===== config.mk =====
export PLATFORM = sky130hd
export DESIGN_NAME = cascaded_first_order_lowpass_core
export DESIGN_NICKNAME = d
export VERILOG_FILES = /design/src/rtl/cfol_pkg.sv /design/src/rtl/cfol_ctrl.sv /design/src/rtl/cfol_dp.sv /design/src/rtl/cascaded_first_order_lowpass_core.sv
export SDC_FILE = /design/constraint.sdc
export NUM_CORES = 2
export LEC_CHECK = 0
export BUFFER_PORTS_ARGS = -buffer_cell sky130_fd_sc_hd__buf_4
export CAP_MARGIN = 20
export CORE_ASPECT_RATIO = 0.6
export CORE_MARGIN = 3
export CORE_UTILIZATION = 40
export DETAILED_ROUTE_END_ITERATION = 16
export PLACE_DENSITY = 0.53
export SKIP_LAST_GASP = 1
export SYNTH_ARGS = -nofsm -noshare
export SYNTH_HDL_FRONTEND = slang
export SYNTH_SLANG_ARGS = --single-unit

===== constraint.sdc =====
create_clock -name clock -period 27.6 [get_ports clock]
set_input_delay 2.76 -clock clock [delete_from_list [all_inputs] [get_ports clock]]
set_output_delay 2.76 -clock clock [all_outputs]
set_load 0.02 [all_outputs]

===== src/rtl/cfol_pkg.sv =====
`timescale 1ns / 1ps

package cfol_pkg;

   localparam int MAX_STAGES_DEFAULT = 8;

   localparam int SAMPLE_W  = 16;
   localparam int ELAPSED_W = 24;
   localparam int VALUE_W   = 32;
   localparam int ALPHA_W   = 17;
   localparam int RC_W      = 24;
   localparam int STAGES_W  = 4;
   localparam int REQ_DATA_W = 48;
   localparam int CSR_DATA_W = 24;
   localparam int CSR_INDEX_W = 2;

   localparam logic [ALPHA_W-1:0] ALPHA_ONE = 17'h10000;
   localparam int DIV_STEPS = 17;

   typedef enum logic [CSR_INDEX_W-1:0] {
      CSR_FIXED_ALPHA   = 2'd0,
      CSR_RC_TIME_US    = 2'd1,
      CSR_STAGES_IN_USE = 2'd2
   } csr_index_type;

   typedef enum logic [0:0] {
      OP_FILTER = 1'b0,
      OP_LOAD   = 1'b1
   } opcode_type;

   typedef enum logic [2:0] {
      S_IDLE,
      S_DECODE,
      S_DIV,
      S_READ,
      S_MULT,
      S_WRITE,
      S_FREAD,
      S_FOUT
   } state_type;

   typedef struct packed {
      logic capture;
      logic load_all;
      logic div_start;
      logic div_step;
      logic rd_en;
      logic rd_last;
      logic mult;
      logic write;
      logic out_load;
   } cmd_type;

   typedef struct packed {
      logic op_load;
      logic rc_mode;
      logic hold;
      logic div_done;
      logic last_stage;
      logic out_free;
   } status_type;

endpackage


===== src/rtl/cfol_ctrl.sv =====
`timescale 1ns / 1ps

module cfol_ctrl (
   input  logic                 clock,
   input  logic                 reset,
   input  logic                 req_tvalid,
   output logic                 req_tready,
   input  cfol_pkg::status_type status,
   output cfol_pkg::cmd_type    cmd
);

   cfol_pkg::state_type state_ff, state_in;

   always_ff @(posedge clock) begin
      if (reset) begin
         state_ff <= cfol_pkg::S_IDLE;
      end else begin
         state_ff <= state_in;
      end
   end

   always_comb begin
      state_in   = state_ff;
      cmd        = '0;
      req_tready = 1'b0;
      unique case (state_ff)
         cfol_pkg::S_IDLE: begin
            req_tready = 1'b1;
            if (req_tvalid) begin
               cmd.capture = 1'b1;
               state_in    = cfol_pkg::S_DECODE;
            end
         end
         cfol_pkg::S_DECODE: begin
            priority if (status.op_load) begin
               cmd.load_all = 1'b1;
               state_in     = cfol_pkg::S_FREAD;
            end else if (status.hold) begin
               state_in = cfol_pkg::S_FREAD;
            end else if (status.rc_mode) begin
               cmd.div_start = 1'b1;
               state_in      = cfol_pkg::S_DIV;
            end else begin
               state_in = cfol_pkg::S_READ;
            end
         end
         cfol_pkg::S_DIV: begin
            if (status.div_done) begin
               state_in = cfol_pkg::S_READ;
            end else begin
               cmd.div_step = 1'b1;
            end
         end
         cfol_pkg::S_READ: begin
            cmd.rd_en = 1'b1;
            state_in  = cfol_pkg::S_MULT;
         end
         cfol_pkg::S_MULT: begin
            cmd.mult = 1'b1;
            state_in = cfol_pkg::S_WRITE;
         end
         cfol_pkg::S_WRITE: begin
            cmd.write = 1'b1;
            state_in  = status.last_stage ? cfol_pkg::S_FREAD : cfol_pkg::S_READ;
         end
         cfol_pkg::S_FREAD: begin
            cmd.rd_en   = 1'b1;
            cmd.rd_last = 1'b1;
            state_in    = cfol_pkg::S_FOUT;
         end
         cfol_pkg::S_FOUT: begin
            if (status.out_free) begin
               cmd.out_load = 1'b1;
               state_in     = cfol_pkg::S_IDLE;
            end
         end
         default: begin
            state_in = cfol_pkg::S_IDLE;
         end
      endcase
   end

`ifndef NO_ASSERTIONS
   a_write_after_mult: assert property (@(posedge clock) disable iff (reset)
      (state_ff == cfol_pkg::S_WRITE) |-> ($past(state_ff) == cfol_pkg::S_MULT))
      else $error("stage write without product");
   a_div_holds: assert property (@(posedge clock) disable iff (reset)
      (state_ff == cfol_pkg::S_DIV && !status.div_done) |=> (state_ff == cfol_pkg::S_DIV))
      else $error("divide left early");
   a_out_then_idle: assert property (@(posedge clock) disable iff (reset)
      cmd.out_load |=> (state_ff == cfol_pkg::S_IDLE))
      else $error("no return to idle after result");
`endif

endmodule


===== src/rtl/cfol_dp.sv =====
`timescale 1ns / 1ps

module cfol_dp #(
   parameter int MAX_STAGES = cfol_pkg::MAX_STAGES_DEFAULT
) (
   input  logic                                clock,
   input  logic                                reset,
   input  logic [cfol_pkg::REQ_DATA_W-1:0]     req_tdata,
   input  logic                                req_tuser,
   output logic [cfol_pkg::VALUE_W-1:0]        rsp_tdata,
   output logic                                rsp_tvalid,
   input  logic                                rsp_tready,
   input  logic                                csr_valid,
   input  logic [cfol_pkg::CSR_INDEX_W-1:0]    csr_index,
   input  logic [cfol_pkg::CSR_DATA_W-1:0]     csr_data,
   input  cfol_pkg::cmd_type                   cmd,
   output cfol_pkg::status_type                status
);

   localparam int IDX_W = (MAX_STAGES > 1) ? $clog2(MAX_STAGES) : 1;

   // config
   logic [cfol_pkg::ALPHA_W-1:0]  fixed_alpha_ff;
   logic [cfol_pkg::RC_W-1:0]     rc_time_ff;
   logic [cfol_pkg::STAGES_W-1:0] stages_ff;

   always_ff @(posedge clock) begin
      if (reset) begin
         fixed_alpha_ff <= cfol_pkg::ALPHA_ONE;
         rc_time_ff     <= '0;
         stages_ff      <= cfol_pkg::STAGES_W'(1);
      end else if (csr_valid) begin
         unique case (cfol_pkg::csr_index_type'(csr_index))
            cfol_pkg::CSR_FIXED_ALPHA:   fixed_alpha_ff <= csr_data[cfol_pkg::ALPHA_W-1:0];
            cfol_pkg::CSR_RC_TIME_US:    rc_time_ff     <= csr_data[cfol_pkg::RC_W-1:0];
            cfol_pkg::CSR_STAGES_IN_USE: stages_ff      <= csr_data[cfol_pkg::STAGES_W-1:0];
            default: ;
         endcase
      end
   end

   // captured request
   logic                              op_ff;
   logic [cfol_pkg::SAMPLE_W-1:0]     sample_ff;
   logic [cfol_pkg::ELAPSED_W-1:0]    elapsed_ff;
   logic                              wrapped_ff;

   always_ff @(posedge clock) begin
      if (cmd.capture) begin
         op_ff      <= req_tuser;
         sample_ff  <= req_tdata[15:0];
         elapsed_ff <= req_tdata[39:16];
         wrapped_ff <= req_tdata[40];
      end
   end

   // last active stage
   logic [IDX_W-1:0] last_idx;

   always_comb begin
      priority if (32'(stages_ff) > MAX_STAGES) begin
         last_idx = IDX_W'(MAX_STAGES - 1);
      end else if (stages_ff == '0) begin
         last_idx = '0;
      end else begin
         last_idx = IDX_W'(stages_ff - cfol_pkg::STAGES_W'(1));
      end
   end

   // restoring divider: alpha = (e << 16) / (rc + e), one quotient bit per step
   logic [24:0] rem_ff;
   logic [24:0] den_ff;
   logic [16:0] numlo_ff;
   logic [16:0] quo_ff;
   logic [4:0]  cnt_ff;
   logic [25:0] trial;
   logic        ge;
   logic [25:0] diff_rem;

   assign trial    = {rem_ff, numlo_ff[16]};
   assign ge       = (trial >= {1'b0, den_ff});
   assign diff_rem = trial - {1'b0, den_ff};

   always_ff @(posedge clock) begin
      if (cmd.div_start) begin
         rem_ff   <= {2'b00, elapsed_ff[23:1]};
         den_ff   <= {1'b0, rc_time_ff} + {1'b0, elapsed_ff};
         numlo_ff <= {elapsed_ff[0], 16'h0000};
         quo_ff   <= '0;
         cnt_ff   <= '0;
      end else if (cmd.div_step) begin
         rem_ff   <= ge ? diff_rem[24:0] : trial[24:0];
         numlo_ff <= {numlo_ff[15:0], 1'b0};
         quo_ff   <= {quo_ff[15:0], ge};
         cnt_ff   <= cnt_ff + 5'd1;
      end
   end

   logic [cfol_pkg::ALPHA_W-1:0] alpha;
   logic                         rc_mode;

   assign rc_mode = (rc_time_ff != '0);

   always_comb begin
      priority if (rc_mode) begin
         alpha = quo_ff;
      end else if (fixed_alpha_ff > cfol_pkg::ALPHA_ONE) begin
         alpha = cfol_pkg::ALPHA_ONE;
      end else begin
         alpha = fixed_alpha_ff;
      end
   end

   // stage store; entries not written since the last load read as base_ff
   logic [cfol_pkg::VALUE_W-1:0] mem [MAX_STAGES];
   logic [MAX_STAGES-1:0]        valid_ff;
   logic [cfol_pkg::VALUE_W-1:0] base_ff;
   logic [cfol_pkg::VALUE_W-1:0] rd_data_ff;
   logic                         rd_valid_ff;
   logic [IDX_W-1:0]             idx_ff;
   logic [IDX_W-1:0]             rd_addr;
   logic [cfol_pkg::VALUE_W-1:0] y_cur;
   logic [cfol_pkg::VALUE_W-1:0] x_ff;
   logic [cfol_pkg::VALUE_W-1:0] y_ff;
   logic signed [50:0]           prod_ff;
   logic signed [32:0]           diff;
   logic signed [17:0]           alpha_s;
   logic signed [50:0]           prod_sh;
   logic [cfol_pkg::VALUE_W-1:0] ny;

   assign rd_addr = cmd.rd_last ? last_idx : idx_ff;
   assign y_cur   = rd_valid_ff ? rd_data_ff : base_ff;
   assign alpha_s = signed'({1'b0, alpha});
   assign diff    = signed'({x_ff[31], x_ff}) - signed'({y_cur[31], y_cur});
   assign prod_sh = prod_ff >>> 16;
   assign ny      = y_ff + prod_sh[31:0];

   always_ff @(posedge clock) begin
      if (cmd.write) begin
         mem[idx_ff] <= ny;
      end
      if (cmd.rd_en) begin
         rd_data_ff <= mem[rd_addr];
      end
   end

   always_ff @(posedge clock) begin
      if (reset) begin
         valid_ff    <= '0;
         base_ff     <= '0;
         rd_valid_ff <= 1'b0;
      end else begin
         if (cmd.load_all) begin
            valid_ff <= '0;
            base_ff  <= {sample_ff, 16'h0000};
         end else if (cmd.write) begin
            valid_ff[idx_ff] <= 1'b1;
         end
         if (cmd.rd_en) begin
            rd_valid_ff <= valid_ff[rd_addr];
         end
      end
   end

   always_ff @(posedge clock) begin
      if (cmd.capture) begin
         x_ff   <= {req_tdata[15:0], 16'h0000};
         idx_ff <= '0;
      end else if (cmd.write) begin
         x_ff   <= ny;
         idx_ff <= idx_ff + IDX_W'(1);
      end
      if (cmd.mult) begin
         prod_ff <= alpha_s * diff;
         y_ff    <= y_cur;
      end
   end

   // result register
   logic                         rsp_valid_ff;
   logic [cfol_pkg::VALUE_W-1:0] rsp_data_ff;

   always_ff @(posedge clock) begin
      if (reset) begin
         rsp_valid_ff <= 1'b0;
      end else if (cmd.out_load) begin
         rsp_valid_ff <= 1'b1;
      end else if (rsp_tready) begin
         rsp_valid_ff <= 1'b0;
      end
   end

   always_ff @(posedge clock) begin
      if (cmd.out_load) begin
         rsp_data_ff <= y_cur;
      end
   end

   assign rsp_tvalid = rsp_valid_ff;
   assign rsp_tdata  = rsp_data_ff;

   assign status.op_load    = (cfol_pkg::opcode_type'(op_ff) == cfol_pkg::OP_LOAD);
   assign status.rc_mode    = rc_mode;
   assign status.hold       = rc_mode && wrapped_ff;
   assign status.div_done   = (cnt_ff == 5'(cfol_pkg::DIV_STEPS));
   assign status.last_stage = (idx_ff == last_idx);
   assign status.out_free   = !rsp_valid_ff || rsp_tready;

`ifndef NO_ASSERTIONS
   a_write_in_range: assert property (@(posedge clock) disable iff (reset)
      cmd.write |-> (idx_ff <= last_idx))
      else $error("stage write beyond active stages");
   a_out_no_overwrite: assert property (@(posedge clock) disable iff (reset)
      cmd.out_load |-> (!rsp_valid_ff || rsp_tready))
      else $error("result overwritten before taken");
   a_div_bounded: assert property (@(posedge clock) disable iff (reset)
      cmd.div_step |-> (cnt_ff < 5'(cfol_pkg::DIV_STEPS)))
      else $error("divider stepped too often");
   a_alpha_bound: assert property (@(posedge clock) disable iff (reset)
      cmd.mult |-> (alpha <= cfol_pkg::ALPHA_ONE))
      else $error("alpha above one");
`endif

endmodule


===== src/rtl/cascaded_first_order_lowpass_core.sv =====
`timescale 1ns / 1ps

// Chain of first-order low-pass stages (y += alpha*(x - y), Q16.16) sharing one
// multiplier. One request is worked at a time; a finished result sits in the output
// register while the next request is taken. A load or a held request goes from decode
// straight to the read of the last active stage and to the result; a filter request
// first runs one read, multiply and write-back per active stage, preceded in RC mode
// by the restoring divider that forms alpha one quotient bit per cycle. req_tready
// rises in the same cycle as rsp_tvalid, so the next request can be taken at once;
// a result that waits on rsp_tready holds back the next one only when that one is
// ready to leave. Configuration writes are always taken and must only be made while
// the block is idle.
module cascaded_first_order_lowpass_core #(
   parameter int MAX_STAGES = cfol_pkg::MAX_STAGES_DEFAULT
) (
   input  logic                             clock,
   input  logic                             reset,
   input  logic                             req_tvalid,
   output logic                             req_tready,
   input  logic [cfol_pkg::REQ_DATA_W-1:0]  req_tdata,  // sample[15:0], elapsed_us[39:16],
                                                        // time_wrapped[40]
   input  logic                             req_tuser,  // opcode[0]
   output logic                             rsp_tvalid,
   input  logic                             rsp_tready,
   output logic [cfol_pkg::VALUE_W-1:0]     rsp_tdata,  // filtered[31:0]
   input  logic                             csr_valid,
   output logic                             csr_ready,
   input  logic [cfol_pkg::CSR_INDEX_W-1:0] csr_index,
   input  logic [cfol_pkg::CSR_DATA_W-1:0]  csr_data
);

   cfol_pkg::cmd_type    cmd;
   cfol_pkg::status_type status;

   assign csr_ready = 1'b1;

   cfol_ctrl u_ctrl (
      .clock      (clock),
      .reset      (reset),
      .req_tvalid (req_tvalid),
      .req_tready (req_tready),
      .status     (status),
      .cmd        (cmd)
   );

   cfol_dp #(
      .MAX_STAGES (MAX_STAGES)
   ) u_dp (
      .clock      (clock),
      .reset      (reset),
      .req_tdata  (req_tdata),
      .req_tuser  (req_tuser),
      .rsp_tdata  (rsp_tdata),
      .rsp_tvalid (rsp_tvalid),
      .rsp_tready (rsp_tready),
      .csr_valid  (csr_valid),
      .csr_index  (csr_index),
      .csr_data   (csr_data),
      .cmd        (cmd),
      .status     (status)
   );

endmodule


# After elaboration in Yosys (flattened, before gate mapping)

Memory sizes are Yosys's and may differ from the RTL's. A register that Yosys moved wholly into a read port is not among the register bits.
Cells that the tools add are included.

Word-level logic and storage cells: 116
Bits in writable memories: 256
Register bits after elaboration: 336
Memories: 1
Bits of input ports: 80
Output and inout port bits: 35

Eq/ne operators: 14
Multipliers: 1
$add $sub $neg: 7
Mux-type cells: 45
Bitwise operators: 1
Magnitude comparators: 6
Reduce and logical (&&, ||, !) cells: 17

Memory list:

| memory   | words | width | read ports | clocked after memory_dff | write ports | line           | text |
|---|---|---|---|---|---|---|---|
| u_dp.mem | 8     | 32    | 1          | 1                        | 1           | cfol_dp.sv:115 | `logic [cfol_pkg::VALUE_W-1:0] mem [MAX_STAGES];` |

Operators with widths:

| kind                 | count |
|---|---|
| $mux 32              | 3 |
| $mux 17              | 4 |
| $mul 18x33->48       | 1 |
| $mux 23              | 2 |
| $sub 32x32->33       | 1 |
| $add 32x32->32       | 1 |
| $mux 3               | 9 |
| $ge 26x25->1         | 1 |
| $add 24x24->25       | 1 |
| $mux 25              | 1 |
| $sub 25x25->25       | 1 |
| $pmux 3 s8           | 1 |
| $reduce_bool 24->1   | 1 |
| $mux 1               | 22 |
| $gt 17x17->1 const B | 1 |
| $eq 3x3->1 const B   | 4 |
| $lt 3x4->1 const B   | 2 |
| $or 8x8->8           | 1 |
| $eq 3x2->1 const B   | 2 |
| $ne 2x2->1 const B   | 3 |
| $reduce_and 2->1     | 3 |
| $reduce_bool 2->1    | 3 |
| $add 5x1->5 const B  | 1 |
| $eq 5x5->1 const B   | 1 |
| 19 further kinds     | 21 |

# Logic depth before layout (Yosys ltp)

Depth after elaboration: 6
Mapped depth: 39
Depth with buffers taken out: 37

# By module

Synthesis repeated with hierarchy kept, for this count alone.

Cells, all modules: 4550
Area total of the unflattened synthesis: 45940.3 um^2

By module, submodules not included:

| module                            | area an instance (um^2) | seq. area each (um^2) | times used | cells an instance |
|---|---|---|---|---|
| cfol_dp                           | 45646.3                 | 17026.3               | 1          | 4511 |
| cfol_ctrl                         | 282.8                   | 60.1                  | 1          | 37 |
| cascaded_first_order_lowpass_core | 11.3                    | 0.0                   | 1          | 2 |

# Least setup slack after synthesis

No wires, ideal clock.

Path type: register -> register
From: register u_dp.rd_valid_ff
To: register u_dp.prod_ff[44], data pin
Clock period less this slack: 9224 ps
Setup slack: 18376 ps
Required time: 27342 ps
Cell stages (with the launch flop): 39
Data arrival time: 8966 ps
Buffers on the path: 3
Setup time: 258 ps
Cell sequence: dfxtp_1 > clkbuf_1 > clkbuf_1 > and2_1 > ha_1 > inv_1 > fa_1 > a211oi_2 > o211ai_1 > o2111ai_2 > a31oi_4 > o22ai_4 > o21ai_0 > a21o_1 > a21oi_1 > xor2_1 > clkbuf_1 > nor2_1 > (+3 left out) > fa_1 > inv_1 > fa_1 > fa_1 > inv_1 > fa_1 > inv_1 > ha_1 > a21oi_1 > nor2_1 > a211oi_1 > a21oi_1 > o31a_1 > o31a_1 > nor2_1 > o21ai_0 > a21oi_1 > xnor2_1

Cells in the longest elaborated chain, start to end: 3

RTL lines:

| element                  | line           | text |
|---|---|---|
| start: declaration       | cfol_dp.sv:119 | `logic rd_valid_ff;` |
| start signal: assignment | cfol_dp.sv:160 | `rd_valid_ff <= valid_ff[rd_addr];` |
| $mux 32                  | cfol_dp.sv:132 | `assign y_cur = rd_valid_ff ? rd_data_ff : base_ff;` |
| via u_dp.y_cur (one bit) | cfol_dp.sv:122 | `logic [cfol_pkg::VALUE_W-1:0] y_cur;` |
| $sub 32x32->33           | cfol_dp.sv:134 | `assign diff = signed'({x_ff[31], x_ff}) - signed'({y_cur[31], y_cur});` |
| $mul 18x33->48           | cfol_dp.sv:174 | `prod_ff <= alpha_s * diff;` |
| end signal: assignment   | cfol_dp.sv:174 |  |
| end: declaration         | cfol_dp.sv:125 | `logic signed [50:0] prod_ff;` |

The timed path passes the listed nets, and every way through them passes these cells.
A chain may end at the register's enable or synchronous reset.

# Final worst setup path

From: register u_dp.rd_valid_ff
To: register u_dp.prod_ff[44], data pin

Cells in the longest elaborated chain, start to end: 3

RTL lines:

| element        | line |
|---|---|
| $mux 32        | cfol_dp.sv:132 |
| $sub 32x32->33 | cfol_dp.sv:134 |
| $mul 18x33->48 | cfol_dp.sv:174 |

No other way between the ends.

==> out/qor.txt <==
Worst-case clock buffer depth: 3
Register area share after synthesis: 0.363
Die width: 449 um
CTS tree: built
Mapped Cells: 4773
Vias in the first global route: 33.1k
First-pass GRT wire length: 205000 um
Crit path to: u_dp.prod_ff[44]$_DFFE_PP_
Final Instance Area: 52200 sq um
Sum of negative setup slack: 0 ps
Synth Register Bits: 608
Worst Setup Start Kind: flop
Crit path DAT: 11790 ps
Slowest-stage cell, CP: xor2_2
Most used DFF post-synth: edfxtp_1
Worst hold path class: flop to flop
H-tree levels: 2
Distinct cell type count after synthesis: 89
Resized Gates After CTS: 0
Fmax: 87.8 MHz
FP Rows: 96
Post-CTS setup buffer count: 0
Synth area leaders: edfxtp_1 (31%), fa_1 (22%), nand2_1 (6.4%)
Largest net degree at the start of global routing: 71
CORE AREA: 116000 sq um
I/O pin cnt: 115
Worst setup path startpoint: u_dp.rd_valid_ff$_SDFFE_PP0P_
Final hold violation count: 0
Full die area: 122000 sq um
Clock root cell: clkbuf_16
Critical path's largest stage delay: 730 ps
PortBufs: 106
Synthesized Nets: 5603
Skew final: 31.7 ps
Vias per cell: 5.25
Final setup fails: 0
TritonCTS Sinks: 608
Top-area cell type share of the netlist area: 0.313
Die Y: 272 um
Largest area contributor in the netlist: edfxtp_1
Ys async rst share: 0
RSZ-0062 raised after global routing: no
Total CTS buffers: 60
Initial core utilization: 0.408
Area after DPL: 50000 sq um
Final WL: 133000 um
Syn_area_per_cell: 9.87 sq um
Synth Cell Area: 47100 sq um
Worst Max-Slew Pin Slew: 1160 ps
# Max-Cap Violations: 0
Gpl congestion: 0.856
Drt first pass iters: 7
Wire per inst: 20.6 um
Cts hold-fix bufs: 0
Crit path kind: flop to flop
Status: finished clean
Nets: 5660
Final slew viol count: 0
DR vias: 33.9k
Clk Latency, worst-skew pair: 670 ps
Post-synth EDFFs: 491
Clock period minus worst slack: 11390 ps
YS warnings: 0
Overall Global Routing Usage: 0.218
Worst r2r path cells: 34
Crit path required time: 28000 ps
Initial antenna violation count: 4
Type of destination of the critical path: flop
Gr ovfl total: 0
HPWL after DPL: 99500 um
Relative slew slack: 0.221
DR DRC count: 0
Fin crit share: 0.413
Reg2Reg Setup Slack: 16210 ps
Top cell by count, worst path: fa_1
1st-iter DRT viols: 2832
Diode count: 0
Area delta synth->final: 10.8%
Layout cells sized above 1: 0.0766
Crit Reg-Reg Startpoint: u_dp.rd_valid_ff$_SDFFE_PP0P_
Worst-path clk slew: 70 ps
Start point of the worst hold path: u_dp.base_ff[25]$_SDFFE_PP0P_
Worst-path maximum fanout: 33
RR Endpoint: u_dp.prod_ff[44]$_DFFE_PP_
Detail Route Antenna Nets: 0
## routing by layer
layer | track usage | up-vias | share of wire
met4 | 0.0389 | 0 | 0.016
met3 | 0.0530 | 124 | 0.090
met2 | 0.294 | 1128 | 0.39
met1 | 0.350 | 16800 | 0.50
met5 | 0 | - | 0
li1 | - | 15800 | -
## worst min-delay path by stage
stage | endpoint | slack (ps) | cells past startpoint
2_1_floorplan | u_dp.base_ff[16]$_SDFFE_PP0P_ | 440 | 2
3_3_place_gp | u_dp.base_ff[25]$_SDFFE_PP0P_ | 440 | 2
3_5_place_dp | u_dp.base_ff[27]$_SDFFE_PP0P_ | 450 | 2
4_1_cts | u_dp.base_ff[16]$_SDFFE_PP0P_ | 460 | 2
5_1_grt | u_dp.base_ff[24]$_SDFFE_PP0P_ | 470 | 2
6_report | u_dp.base_ff[25]$_SDFFE_PP0P_ | 450 | 2
## cell usage after synthesis, types with 5 or more instances
cell / instances
nor3_1: 46
a2111oi_0: 6
a211oi_1: 18
o21bai_1: 18
a21oi_1: 211
nand2b_1: 47
nor4_1: 16
a211o_1: 6
clkbuf_1: 181
a22o_1: 25
nor2_1: 373
and2_1: 30
o31a_1: 7
xor2_1: 53
nor3b_1: 8
a31oi_1: 8
nand4_1: 36
buf_1: 18
ha_1: 232
or4_1: 6
nand3_1: 185
nor2b_1: 28
o211ai_1: 9
o21a_1: 36
a22oi_1: 13
a21o_1: 63
dfxtp_1: 117
mux2i_1: 43
xnor2_1: 101
a311oi_1: 8
a21boi_0: 9
edfxtp_1: 491
nand2_1: 800
and3_1: 20
or2_2: 10
o21ai_1: 6
o311ai_0: 16
or3b_2: 5
o31ai_1: 27
fa_1: 518
inv_1: 726
or3_1: 7
nand3b_1: 7
o21ai_0: 103
## through the flow
stage          std cells  setup WS (ps)  hold WS [ps]  utilization
2_1_floorplan       4773          18380           436            -
3_3_place_gp        6329          16090           441        0.432
3_5_place_dp        6330          16090           446        0.432
4_1_cts             6443          16050           455        0.451
5_1_grt             6449          15580           473        0.452
6_report            6449          16210           453        0.452
## registers in the layout, indices dropped and copies added, names as in the netlist, 16 cells and up
| signal | count |
|---|---|
| u_dp.rd_data_ff | 32 |
| u_dp.quo_ff | 17 |
| u_dp.rc_time_ff | 24 |
| u_dp.rem_ff | 25 |
| u_dp.den_ff | 25 |
| u_dp.fixed_alpha_ff | 17 |
| u_dp.elapsed_ff | 24 |
| u_dp.mem | 256 |
| u_dp.sample_ff | 16 |
| u_dp.rsp_tdata | 32 |
| u_dp.x_ff | 32 |
| u_dp.base_ff | 16 |
| u_dp.prod_ff | 32 |
| u_dp.y_ff | 32 |
## logic make-up (layout without fill, tap and decap cells)
family	count (synthesis)	count (layout)	share of synthesized area
AND/OR/NAND/NOR	1639	1639	0.151
buffers and inverters	934	1042	0.0750
adder cells (fa/ha/maj)	750	750	0.282
multiplexers	47	47	0.0101
XOR/XNOR	155	155	0.0290
other	1	1	0.0000796
flip-flops	608	608	0.363
AO/OA/AOI/OAI	639	639	0.0904
## cell usage in the layout (no fill, tap or decap), types with 99 or more instances in the layout
| cell type | instances |
|---|---|
| dfxtp_1 | 116 |
| fa_1 | 518 |
| nand2_1 | 800 |
| o21ai_0 | 99 |
| inv_1 | 726 |
| buf_4 | 197 |
| xnor2_1 | 99 |
| edfxtp_1 | 491 |
| nand3_1 | 184 |
| a21oi_1 | 209 |
| nor2_1 | 369 |
| ha_1 | 232 |
## final cells by class
class                      count  area (sq um)
timing repair buffer         202          1540
inverter                     727          2730
sequential                   608         17100
clock inverter                36           495
tap                         1568          1960
fill                       11100         63400
multi-input combinational   3231         26700
clock buffer                  77          1670
## worst max-delay path: cells and delay by family (launching register included)
family                     cells  cell delay [ps]
adders and majority gates      8             3740
and+or+nand+nor               11             3170
AOI/OAI and AO/OA              8             2250
xor gates and xnor gates       2              860
buffers and inverters          5              720
DFF                            1              310
Power is not shown: default switching activity piles up to over one toggle a cycle in this logic, so the estimate is an artifact.
